<file path="config.mk">
export PLATFORM = sky130hd
export DESIGN_NAME = keyed_interval_timer_table_flat
export DESIGN_NICKNAME = d
export VERILOG_FILES = /design/src/rtl/core/kitt_pkg.sv /design/src/rtl/core/kitt_req_if.sv /design/src/rtl/core/kitt_rsp_if.sv /design/src/rtl/core/kitt_ram.sv /design/src/rtl/core/keyed_interval_timer_table.sv /design/src/flat_wrapper.sv
export SDC_FILE = /design/constraint.sdc
export NUM_CORES = 2
export LEC_CHECK = 0
export ABC_AREA = 1
export BUFFER_PORTS_ARGS = -buffer_cell sky130_fd_sc_hd__buf_2
export CAP_MARGIN = 25
export CORE_UTILIZATION = 25
export CTS_CLUSTER_SIZE = 14
export DETAILED_ROUTE_END_ITERATION = 16
export GPL_ROUTABILITY_DRIVEN = 0
export GPL_TIMING_DRIVEN = 0
export SETUP_SLACK_MARGIN = 0.4
export SYNTH_ARGS = -nofsm -noshare
export SYNTH_HDL_FRONTEND = slang
export SYNTH_SLANG_ARGS = --single-unit
</file>
<file path="constraint.sdc">
create_clock -name clk_i -period 7.7 [get_ports clk_i]
set_input_delay 1.54 -clock clk_i [delete_from_list [all_inputs] [get_ports clk_i]]
set_output_delay 1.54 -clock clk_i [all_outputs]
set_load 0.1 [all_outputs]
</file>
<file path="src/rtl/core/kitt_pkg.sv">
package kitt_pkg;

  typedef enum logic [1:0] {
    ACT_ADD          = 2'd0,
    ACT_REMOVE       = 2'd1,
    ACT_REMOVE_OWNER = 2'd2,
    ACT_TICK         = 2'd3
  } action_e;

  typedef enum logic [1:0] {
    KIND_DONE  = 2'd0,
    KIND_FIRED = 2'd1,
    KIND_FULL  = 2'd2
  } kind_e;

  // One table entry as it is held in the slot memory.
  typedef struct packed {
    logic [7:0]  owner;
    logic [15:0] timer;
    logic [30:0] period;
    logic        one_shot;
    logic [31:0] elapsed;
  } slot_t;

  localparam int unsigned SlotWidth = $bits(slot_t);

endpackage

</file>
<file path="src/rtl/core/kitt_req_if.sv">
interface kitt_req_if;
  logic        valid;
  logic        ready;
  logic [1:0]  action;
  logic [7:0]  owner_key;
  logic [15:0] timer_key;
  logic [30:0] period;
  logic        one_shot;
  logic [31:0] delta_time;

  modport source (
    output valid, action, owner_key, timer_key, period, one_shot, delta_time,
    input  ready
  );

  modport sink (
    input  valid, action, owner_key, timer_key, period, one_shot, delta_time,
    output ready
  );
endinterface

</file>
<file path="src/rtl/core/kitt_rsp_if.sv">
interface kitt_rsp_if;
  logic        valid;
  logic        ready;
  logic [1:0]  kind;
  logic [7:0]  fired_owner;
  logic [15:0] fired_timer;
  logic [31:0] fired_elapsed;
  logic        last;

  modport source (
    output valid, kind, fired_owner, fired_timer, fired_elapsed, last,
    input  ready
  );

  modport sink (
    input  valid, kind, fired_owner, fired_timer, fired_elapsed, last,
    output ready
  );
endinterface

</file>
<file path="src/rtl/core/kitt_ram.sv">
module kitt_ram #(
  parameter int unsigned Width = 8,
  parameter int unsigned Depth = 16
) (
  input  logic                                   clk_i,
  input  logic                                   we_i,
  input  logic [(Depth > 1 ? $clog2(Depth) : 1)-1:0] waddr_i,
  input  logic [Width-1:0]                       wdata_i,
  input  logic                                   re_i,
  input  logic [(Depth > 1 ? $clog2(Depth) : 1)-1:0] raddr_i,
  output logic [Width-1:0]                       rdata_o
);

  logic [Width-1:0] mem_q [Depth];
  logic [Width-1:0] rdata_q;

  always_ff @(posedge clk_i) begin
    if (we_i) begin
      mem_q[waddr_i] <= wdata_i;
    end
    if (re_i) begin
      rdata_q <= mem_q[raddr_i];
    end
  end

  assign rdata_o = rdata_q;

endmodule

</file>
<file path="src/rtl/core/keyed_interval_timer_table.sv">
// Table of SLOTS timers keyed by owner and timer number. Every transaction on
// req_i is swept over the whole table one slot at a time by a single shared
// adder and comparator, reading each live slot from a table memory with one
// write port and one registered read port. A live slot is read in S_READ and
// evaluated in S_EVAL; a free slot is passed in S_READ alone, with no read. A
// sweep stalls while rsp_o holds back a result. Req_i is ready only between
// sweeps. A tick returns one fired result per expiring timer in slot order,
// then a closing result with last set; every other transaction returns one
// result. The table needs no clearing pass after reset.
module keyed_interval_timer_table #(
  parameter int unsigned SLOTS = 16
) (
  input  logic       clk_i,
  input  logic       rst_ni,
  kitt_req_if.sink   req_i,
  kitt_rsp_if.source rsp_o
);

  localparam int unsigned IdxW = (SLOTS > 1) ? $clog2(SLOTS) : 1;
  localparam logic [IdxW-1:0] LastIdx = IdxW'(SLOTS - 1);

  typedef enum logic [2:0] {
    S_IDLE,
    S_READ,
    S_EVAL,
    S_WRITE,
    S_DONE
  } state_e;

  state_e              state_q, state_d;
  logic [IdxW-1:0]     idx_q, idx_d;
  kitt_pkg::action_e   action_q, action_d;
  logic [7:0]          owner_q, owner_d;
  logic [15:0]         timer_q, timer_d;
  logic [30:0]         period_q, period_d;
  logic                shot_q, shot_d;
  logic [31:0]         delta_q, delta_d;
  logic                match_q, match_d;
  logic [IdxW-1:0]     match_idx_q, match_idx_d;
  logic                free_q, free_d;
  logic [IdxW-1:0]     free_idx_q, free_idx_d;
  kitt_pkg::kind_e     done_kind_q, done_kind_d;
  logic [SLOTS-1:0]    valid_q, valid_d;

  logic                out_valid_q, out_valid_d;
  kitt_pkg::kind_e     out_kind_q, out_kind_d;
  logic [7:0]          out_owner_q, out_owner_d;
  logic [15:0]         out_timer_q, out_timer_d;
  logic [31:0]         out_elapsed_q, out_elapsed_d;
  logic                out_last_q, out_last_d;

  logic                ram_we;
  logic [IdxW-1:0]     ram_waddr;
  kitt_pkg::slot_t     ram_wdata;
  logic                ram_re;
  logic [kitt_pkg::SlotWidth-1:0] ram_rdata;
  kitt_pkg::slot_t     slot;

  logic [32:0]         sum;
  logic [31:0]         elapsed_new;
  logic                fire;
  logic                can_load;
  logic                advance;

  kitt_ram #(
    .Width (kitt_pkg::SlotWidth),
    .Depth (SLOTS)
  ) u_slot_ram (
    .clk_i   (clk_i),
    .we_i    (ram_we),
    .waddr_i (ram_waddr),
    .wdata_i (ram_wdata),
    .re_i    (ram_re),
    .raddr_i (idx_q),
    .rdata_o (ram_rdata)
  );

  assign slot        = kitt_pkg::slot_t'(ram_rdata);
  assign sum         = {1'b0, slot.elapsed} + {1'b0, delta_q};
  assign elapsed_new = sum[32] ? 32'hFFFF_FFFF : sum[31:0];
  assign fire        = elapsed_new >= {1'b0, slot.period};
  assign can_load    = !out_valid_q || rsp_o.ready;

  assign req_i.ready = (state_q == S_IDLE);

  always_comb begin
    state_d       = state_q;
    idx_d         = idx_q;
    action_d      = action_q;
    owner_d       = owner_q;
    timer_d       = timer_q;
    period_d      = period_q;
    shot_d        = shot_q;
    delta_d       = delta_q;
    match_d       = match_q;
    match_idx_d   = match_idx_q;
    free_d        = free_q;
    free_idx_d    = free_idx_q;
    done_kind_d   = done_kind_q;
    valid_d       = valid_q;
    out_valid_d   = out_valid_q && !rsp_o.ready;
    out_kind_d    = out_kind_q;
    out_owner_d   = out_owner_q;
    out_timer_d   = out_timer_q;
    out_elapsed_d = out_elapsed_q;
    out_last_d    = out_last_q;
    ram_we        = 1'b0;
    ram_waddr     = idx_q;
    ram_wdata     = '0;
    ram_re        = 1'b0;
    advance       = 1'b0;

    unique case (state_q)
      S_IDLE: begin
        if (req_i.valid) begin
          action_d    = kitt_pkg::action_e'(req_i.action);
          owner_d     = req_i.owner_key;
          timer_d     = req_i.timer_key;
          period_d    = req_i.period;
          shot_d      = req_i.one_shot;
          delta_d     = req_i.delta_time;
          idx_d       = '0;
          match_d     = 1'b0;
          free_d      = 1'b0;
          done_kind_d = kitt_pkg::KIND_DONE;
          state_d     = S_READ;
        end
      end
      S_READ: begin
        if (valid_q[idx_q]) begin
          ram_re  = 1'b1;
          state_d = S_EVAL;
        end else begin
          if (action_q == kitt_pkg::ACT_ADD && !free_q) begin
            free_d     = 1'b1;
            free_idx_d = idx_q;
          end
          advance = 1'b1;
        end
      end
      S_EVAL: begin
        unique case (action_q)
          kitt_pkg::ACT_ADD: begin
            if (slot.owner == owner_q && slot.timer == timer_q && !match_q) begin
              match_d     = 1'b1;
              match_idx_d = idx_q;
            end
            advance = 1'b1;
          end
          kitt_pkg::ACT_REMOVE: begin
            if (slot.owner == owner_q && slot.timer == timer_q) begin
              valid_d[idx_q] = 1'b0;
            end
            advance = 1'b1;
          end
          kitt_pkg::ACT_REMOVE_OWNER: begin
            if (slot.owner == owner_q) begin
              valid_d[idx_q] = 1'b0;
            end
            advance = 1'b1;
          end
          kitt_pkg::ACT_TICK: begin
            if (!fire) begin
              ram_we            = 1'b1;
              ram_wdata         = slot;
              ram_wdata.elapsed = elapsed_new;
              advance           = 1'b1;
            end else if (can_load) begin
              out_valid_d   = 1'b1;
              out_kind_d    = kitt_pkg::KIND_FIRED;
              out_owner_d   = slot.owner;
              out_timer_d   = slot.timer;
              out_elapsed_d = elapsed_new;
              out_last_d    = 1'b0;
              if (slot.one_shot) begin
                valid_d[idx_q] = 1'b0;
              end else begin
                ram_we            = 1'b1;
                ram_wdata         = slot;
                ram_wdata.elapsed = '0;
              end
              advance = 1'b1;
            end
          end
          default: begin
            advance = 1'b1;
          end
        endcase
      end
      S_WRITE: begin
        ram_wdata.owner    = owner_q;
        ram_wdata.timer    = timer_q;
        ram_wdata.period   = period_q;
        ram_wdata.one_shot = shot_q;
        ram_wdata.elapsed  = '0;
        if (match_q || free_q) begin
          ram_we             = 1'b1;
          ram_waddr          = match_q ? match_idx_q : free_idx_q;
          valid_d[ram_waddr] = 1'b1;
        end else begin
          done_kind_d = kitt_pkg::KIND_FULL;
        end
        state_d = S_DONE;
      end
      S_DONE: begin
        if (can_load) begin
          out_valid_d   = 1'b1;
          out_kind_d    = done_kind_q;
          out_owner_d   = '0;
          out_timer_d   = '0;
          out_elapsed_d = '0;
          out_last_d    = 1'b1;
          state_d       = S_IDLE;
        end
      end
      default: begin
        state_d = S_IDLE;
      end
    endcase

    if (advance) begin
      if (idx_q == LastIdx) begin
        state_d = (action_q == kitt_pkg::ACT_ADD) ? S_WRITE : S_DONE;
      end else begin
        idx_d   = idx_q + 1'b1;
        state_d = S_READ;
      end
    end
  end

  always_ff @(posedge clk_i or negedge rst_ni) begin
    if (!rst_ni) begin
      state_q       <= S_IDLE;
      idx_q         <= '0;
      action_q      <= kitt_pkg::ACT_ADD;
      owner_q       <= '0;
      timer_q       <= '0;
      period_q      <= '0;
      shot_q        <= 1'b0;
      delta_q       <= '0;
      match_q       <= 1'b0;
      match_idx_q   <= '0;
      free_q        <= 1'b0;
      free_idx_q    <= '0;
      done_kind_q   <= kitt_pkg::KIND_DONE;
      valid_q       <= '0;
      out_valid_q   <= 1'b0;
      out_kind_q    <= kitt_pkg::KIND_DONE;
      out_owner_q   <= '0;
      out_timer_q   <= '0;
      out_elapsed_q <= '0;
      out_last_q    <= 1'b0;
    end else begin
      state_q       <= state_d;
      idx_q         <= idx_d;
      action_q      <= action_d;
      owner_q       <= owner_d;
      timer_q       <= timer_d;
      period_q      <= period_d;
      shot_q        <= shot_d;
      delta_q       <= delta_d;
      match_q       <= match_d;
      match_idx_q   <= match_idx_d;
      free_q        <= free_d;
      free_idx_q    <= free_idx_d;
      done_kind_q   <= done_kind_d;
      valid_q       <= valid_d;
      out_valid_q   <= out_valid_d;
      out_kind_q    <= out_kind_d;
      out_owner_q   <= out_owner_d;
      out_timer_q   <= out_timer_d;
      out_elapsed_q <= out_elapsed_d;
      out_last_q    <= out_last_d;
    end
  end

  assign rsp_o.valid         = out_valid_q;
  assign rsp_o.kind          = out_kind_q;
  assign rsp_o.fired_owner   = out_owner_q;
  assign rsp_o.fired_timer   = out_timer_q;
  assign rsp_o.fired_elapsed = out_elapsed_q;
  assign rsp_o.last          = out_last_q;

endmodule

</file>
<file path="src/flat_wrapper.sv">
// flat-port wrapper written by rule: the top's interface ports become plain ports
module keyed_interval_timer_table_flat 
#(
  parameter int unsigned SLOTS = 16
)
  (clk_i, rst_ni, req_i_valid, req_i_action, req_i_owner_key, req_i_timer_key, req_i_period, req_i_one_shot, req_i_delta_time, req_i_ready, rsp_o_valid, rsp_o_kind, rsp_o_fired_owner, rsp_o_fired_timer, rsp_o_fired_elapsed, rsp_o_last, rsp_o_ready);
  kitt_req_if req_i_i ();
  kitt_rsp_if rsp_o_i ();
  input  logic clk_i;
  input  logic rst_ni;
  input wire logic [$bits(req_i_i.valid)-1:0] req_i_valid;
  input wire logic [$bits(req_i_i.action)-1:0] req_i_action;
  input wire logic [$bits(req_i_i.owner_key)-1:0] req_i_owner_key;
  input wire logic [$bits(req_i_i.timer_key)-1:0] req_i_timer_key;
  input wire logic [$bits(req_i_i.period)-1:0] req_i_period;
  input wire logic [$bits(req_i_i.one_shot)-1:0] req_i_one_shot;
  input wire logic [$bits(req_i_i.delta_time)-1:0] req_i_delta_time;
  output wire logic [$bits(req_i_i.ready)-1:0] req_i_ready;
  output wire logic [$bits(rsp_o_i.valid)-1:0] rsp_o_valid;
  output wire logic [$bits(rsp_o_i.kind)-1:0] rsp_o_kind;
  output wire logic [$bits(rsp_o_i.fired_owner)-1:0] rsp_o_fired_owner;
  output wire logic [$bits(rsp_o_i.fired_timer)-1:0] rsp_o_fired_timer;
  output wire logic [$bits(rsp_o_i.fired_elapsed)-1:0] rsp_o_fired_elapsed;
  output wire logic [$bits(rsp_o_i.last)-1:0] rsp_o_last;
  input wire logic [$bits(rsp_o_i.ready)-1:0] rsp_o_ready;
  assign req_i_i.valid = req_i_valid;
  assign req_i_i.action = req_i_action;
  assign req_i_i.owner_key = req_i_owner_key;
  assign req_i_i.timer_key = req_i_timer_key;
  assign req_i_i.period = req_i_period;
  assign req_i_i.one_shot = req_i_one_shot;
  assign req_i_i.delta_time = req_i_delta_time;
  assign req_i_ready = req_i_i.ready;
  assign rsp_o_valid = rsp_o_i.valid;
  assign rsp_o_kind = rsp_o_i.kind;
  assign rsp_o_fired_owner = rsp_o_i.fired_owner;
  assign rsp_o_fired_timer = rsp_o_i.fired_timer;
  assign rsp_o_fired_elapsed = rsp_o_i.fired_elapsed;
  assign rsp_o_last = rsp_o_i.last;
  assign rsp_o_i.ready = rsp_o_ready;
  keyed_interval_timer_table #(.SLOTS(SLOTS)) u_core (.clk_i(clk_i), .rst_ni(rst_ni), .req_i(req_i_i), .rsp_o(rsp_o_i));
endmodule
</file>
Word-level counts from Yosys, hierarchy flattened. Memory sizes are Yosys's and may differ from the RTL's. A register that Yosys moved wholly into a read port is not among the register bits. Index checks and enable logic that the tools add are counted.

Register bits after elaboration: 185. Bits in writable memories: 1408. Input port bits: 94. Output and inout port bits: 61. Word-level logic and storage cells: 180. Memories: 1.

Memory list: u_core.u_slot_ram.mem_q (depth 16, bits a word 88, rd ports 1, clocked after memory_dff 1, write ports 1, line kitt_ram.sv:14) `logic [Width-1:0] mem_q [Depth];`.

$add $sub $neg: 2. Order comparisons: 5. Equal/unequal tests: 31. Muxes and demuxes: 88. Bitwise operators: 4. Reduce and logical (&&, ||, !) cells: 29.

Operators with widths (count): $mux W88 (4); $pmux W88 S2 (1); $mux W16 (10); $mux W32 (5); $pmux W16 S2 (2); $pmux W32 S2 (1); $pmux W16 S3 (1); $add A32 B32 Y33 (1); $ge A32 B31 Y1 (1); $mux W8 (4); $mux W4 (7); $mux W1 (27); $mux W3 (6); $ne A2 B1 Y1 const B (9); $and A16 B16 Y16 (1); $eq A16 B16 Y1 (1); $not A16 Y16 (1); $or A16 B16 Y16 (1); $pmux W8 S2 (1); $ne A3 B2 Y1 const B (5); $pmux W3 S5 (1); $pmux W1 S2 (7); $mux W2 (6); $reduce_and A4 Y1 (3); 29 further kinds (53).

Logic depth before layout (Yosys ltp).
Depth after elaboration: 11. Gate-level depth with buffers: 37. Gate-level depth less buffers: 35.

Cells and area by module. From an unflattened synthesis, not the netlist that was laid out.

Cells, all modules: 7484. Area, all modules: 74584.0 um2.

Modules (own cells, without submodules): kitt_ram (times used 1, cells each 5778, area an instance 62583.8 um2, sequential area each 44923.1 um2); keyed_interval_timer_table (times used 1, cells each 1706, area an instance 12000.3 um2, sequential area each 4604.4 um2).

Worst setup path before layout. No wires, ideal clock.

Path type: flip-flop to flip-flop. From: register u_core.u_slot_ram.rdata_q[0] (netlist: u_core.u_slot_ram.rdata_o[0]), read port of u_core.u_slot_ram.mem_q. To: memory u_core.u_slot_ram.mem_q[9][0] (netlist bit) (enable). Library setup time: 0.535 ns. Arrival time: 7.367 ns. Required time: 7.165 ns. Path slack: -0.202 ns. Stages on the path, launching flop included: 36. Path buffers: 1. Period minus slack after synthesis: 7.902 ns. Path through: edfxtp_1 -> ha_1 -> fa_1 -> nand2_1 -> nand3_1 -> o21ai_2 -> o21ai_2 -> a21boi_4 -> o21ai_2 -> a21boi_4 -> inv_1 -> buf_2 -> nor2_1 -> inv_1 -> ha_1 -> nand2_1 -> nor2_1 -> nor2_1 -> nand2_1 -> nand2_1 -> nand2_1 -> nand2_1 -> nand2_1 -> nand2_1 -> nand2_1 -> nand2_1 -> nand2_1 -> nand2_1 -> nand2_1 -> nand2_1 -> nand2_1 -> nand2_1 -> nand3_4 -> nand3_2 -> nand2_1 -> nor2_1.

Cells in the longest elaborated chain, start to end: 8.

Ends and longest elaborated chain: from (decl) (line kitt_ram.sv:15) `logic [Width-1:0] rdata_q;`; $add A32 B32 Y33 (line keyed_interval_timer_table.sv:79) `assign sum = {1'b0, slot.elapsed} + {1'b0, delta_q};`; $mux W32 (line keyed_interval_timer_table.sv:80) `assign elapsed_new = sum[32] ? 32'hFFFF_FFFF : sum[31:0];`; $ge A32 B31 Y1 (line keyed_interval_timer_table.sv:81) `assign fire = elapsed_new >= {1'b0, slot.period};`; $mux W1 (line keyed_interval_timer_table.sv:163) `if (!fire) begin`; $mux W1 (line keyed_interval_timer_table.sv:142) `unique case (action_q)`; $pmux W1 S2 (line keyed_interval_timer_table.sv:113) `unique case (state_q)`; $mux W1 (line kitt_ram.sv:18) `if (we_i) begin`; $mux W1 (implied by the code) (line kitt_ram.sv:19) `mem_q[waddr_i] <= wdata_i;`; to (decl) (line kitt_ram.sv:14).

No other way between the ends.

==> impl_metrics.ini <==
[worst_setup_path]
end_kind = register
cp.arrival_ns = 7.74
max_stage_delay_ns = 0.95
crit_top_cell = nand2_1
start_kind = register
crit_path_top_delay_cell = nor2_1
crit_fanout = 16
cp.required_ns = 8.15
critical_path_class = register to register

[route]
met2_length_um = 113000
drc = 0
wl_per_cell_um = 24.4
dr.pass1.iters = 6
highest_layer = met5
routed_via_density = 4.95
vias = 48400
dr_wl_met3_um = 20000
met1Wirelength_um = 82800
drt_wl_total_um = 238000
first_iter_violations = 5873
antenna_left = 0

[timing]
worst_pin_slew_ns = 1.18
fin_worst_skew_ns = 0.0432
post-route-min-period_ns = 7.29
rsz0062_at_grt = true
setup_viol_count_final = 0
fin_ws_ns = 0.411
slew_headroom_pct = 21.5
fmax_ghz = 0.137
report.final.slew_viol_count = 0
hold_viol_final = 0
finalCritPeriodShare_pct = 94.7

[clock_tree]
cts_buffer_depth = 3
tritoncts = built
cts-root-buf = clkbuf_16
clock_latency_ns = 0.83
hold_buffers = 0
clk_pin_slew_ns = 0.07
htreeDepth = 4
cts.sinks = 1680
cts-buffers-inserted = 156

[yosys]
synth.cell_area_um2 = 68100
netlist_instances = 5669
synth_edf_count = 1496
ys_seq_area_share_pct = 72.7
ys_async_sr_fraction_pct = 11.0
synthDistinctLibCells = 50
synth_flop_cell = edfxtp_1
yosysWarnings = 0
syn_area_per_cell_um2 = 12.0
ys_seq_elements = 1680

[global_route]
first_global_vias = 46300
grt_max_degree = 115
grt.overflow.total = 0
grt_use_total_pct = 16.7
grt_pass1_wl_um = 331000
antenna_found_initial = 8

[hold_path]
min_path_type = register to register

[cells_and_area]
final_cells = 9778
area_growth_pct = 17.6
layout_common_cells = edfxtp_1, nand2_1, nor2_1
layout-drive-gt1-share_pct = 9.14
fillers = 27500
fin_nets = 6253
final_common_cell = edfxtp_1
final_core_util_pct = 29.6

[floorplanning]
fp.dieH_um = 524
die_x_um = 524
start_util_pct = 25.1
ioPinCount = 155
core_um2 = 271000
die-area_um2 = 275000
placementRows = 191

[run]
max-cap-violations = 0

[pwr]
p_leak_nw = 28.9
powerDensity_nw_per_um2 = 398
ir_drop_v = 0.000334

[placed_design]
dp_slack_ns = 0.203
port_buffers = 154
post-dp-hpwl_um = 159000
dp_cells = 9472

[status]
status = completed
[metal layers]
metal  global-route usage, %  vias to the layer above
li1                        -                    21100
met1                    18.8                    24000
met2                    27.7                     2654
met3                    2.87                      593
met4                    14.0                        8
met5                       0                        -
[timing repair]
action | 4_1_cts | 5_1_grt
gates resized for setup | 7 | 29
endpoints found under the setup margin | 952 | 1821
cloned | 0 | 11
pin swaps | 0 | 2
setup buffers | 0 | 10
[cell usage after synthesis, types with 12 or more instances]
master	count	area share, %
edfxtp_1	1496	66
nand2_1	1045	5.8
nor2_1	834	4.6
o21ai_0	820	6.0
o22ai_1	355	3.3
clkbuf_1	291	1.6
dfrtp_1	184	6.8
inv_1	151	0.83
nand4_1	91	0.84
ha_1	71	1.3
a21oi_1	60	0.44
nand3_1	56	0.41
xor2_1	37	0.48
buf_1	25	0.14
nor3_1	15	0.11
o21ai_1	15	0.11
buf_2	12	0.088
[per-stage QoR]
stage,hold WS (ns),TNS [ns],power (mW),instance area (um^2)
6_report,0.485,0,31.9,80100
5_1_grt,0.507,0,33.0,80100
4_1_cts,0.483,0,31.6,79600
3_5_place_dp,0.467,0,24.1,74700
3_3_place_gp,0.462,-3831.28,23.8,73400
2_1_floorplan,0.446,0,18.6,68200
[registers in the layout, summed over array words and instances (netlist names), 2 cells and up]
register	cells
u_core.u_slot_ram.mem_q	1408
u_core.u_slot_ram.rdata_o	88
u_core.delta_q	32
u_core.rsp_o.fired_elapsed	32
u_core.period_q	31
u_core.rsp_o.fired_timer	16
u_core.timer_q	16
u_core.valid_q	16
u_core.owner_q	8
u_core.rsp_o.fired_owner	8
u_core.free_idx_q	4
u_core.idx_q	4
u_core.match_idx_q	4
u_core.state_q	3
u_core.action_q	2
u_core.rsp_o.kind	2
[final cells by class]
| cell class | count | area (um^2) | area share [%] |
|---|---|---|---|
| antenna | 5 | 12.5 | 0.0156 |
| buffer | 339 | 1360 | 1.70 |
| clock buffer | 202 | 4260 | 5.32 |
| clock inverter | 72 | 597 | 0.745 |
| inverter | 156 | 743 | 0.928 |
| multi-input combinational | 3509 | 16800 | 21.0 |
| sequential | 1680 | 49500 | 61.8 |
| tap | 3570 | 4470 | 5.58 |
| timing repair buffer | 244 | 2310 | 2.88 |
| timing repair inverter | 1 | 8.76 | 0.0109 |
[worst max-delay path, delay by kind of cell (launching register included)]
kind	cells	cell delay [ns]
AOI/OAI and AO/OA	6	1.09
and+or+nand+nor	17	2.85
DFF	1	0.51
adders and majority gates	3	1.00
buffers and inverters	5	1.45
[logic make-up after synthesis]
kind of cell | share of synthesized area [%]
xor gates and xnor gates | 0.566
and+or+nand+nor | 12.1
buffers and inverters | 2.83
other | 0.00550
AOI/OAI and AO/OA | 10.5
adders and majority gates | 1.33
DFF | 72.7
[where the power goes]
group          switching, mW  internal (mW)  leakage [nW]
Combinational           9.80           3.13          9.53
Sequential             0.605           10.8          17.0
Clock                   3.47           4.09          2.36
[path summary, 6_finish.rpt]
path                                            from                       endpoint  slack (ns)  cells past startpoint
worst max-delay path               u_core.delta_q[0]  u_core.u_slot_ram.mem_q[4][4]        0.41                     31
worst min-delay path            u_core.free_idx_q[0]           u_core.free_idx_q[0]        0.48                      2
worst max register to register     u_core.delta_q[0]  u_core.u_slot_ram.mem_q[4][4]        0.41                     31
worst min register to register  u_core.free_idx_q[0]           u_core.free_idx_q[0]        0.48                      2
max in group asynchronous                     rst_ni    u_core.rsp_o.fired_owner[6]        6.01                      2
min in group asynchronous                     rst_ni                u_core.idx_q[0]        0.66                      1
Note: power is estimated with default switching activity, not from simulation.
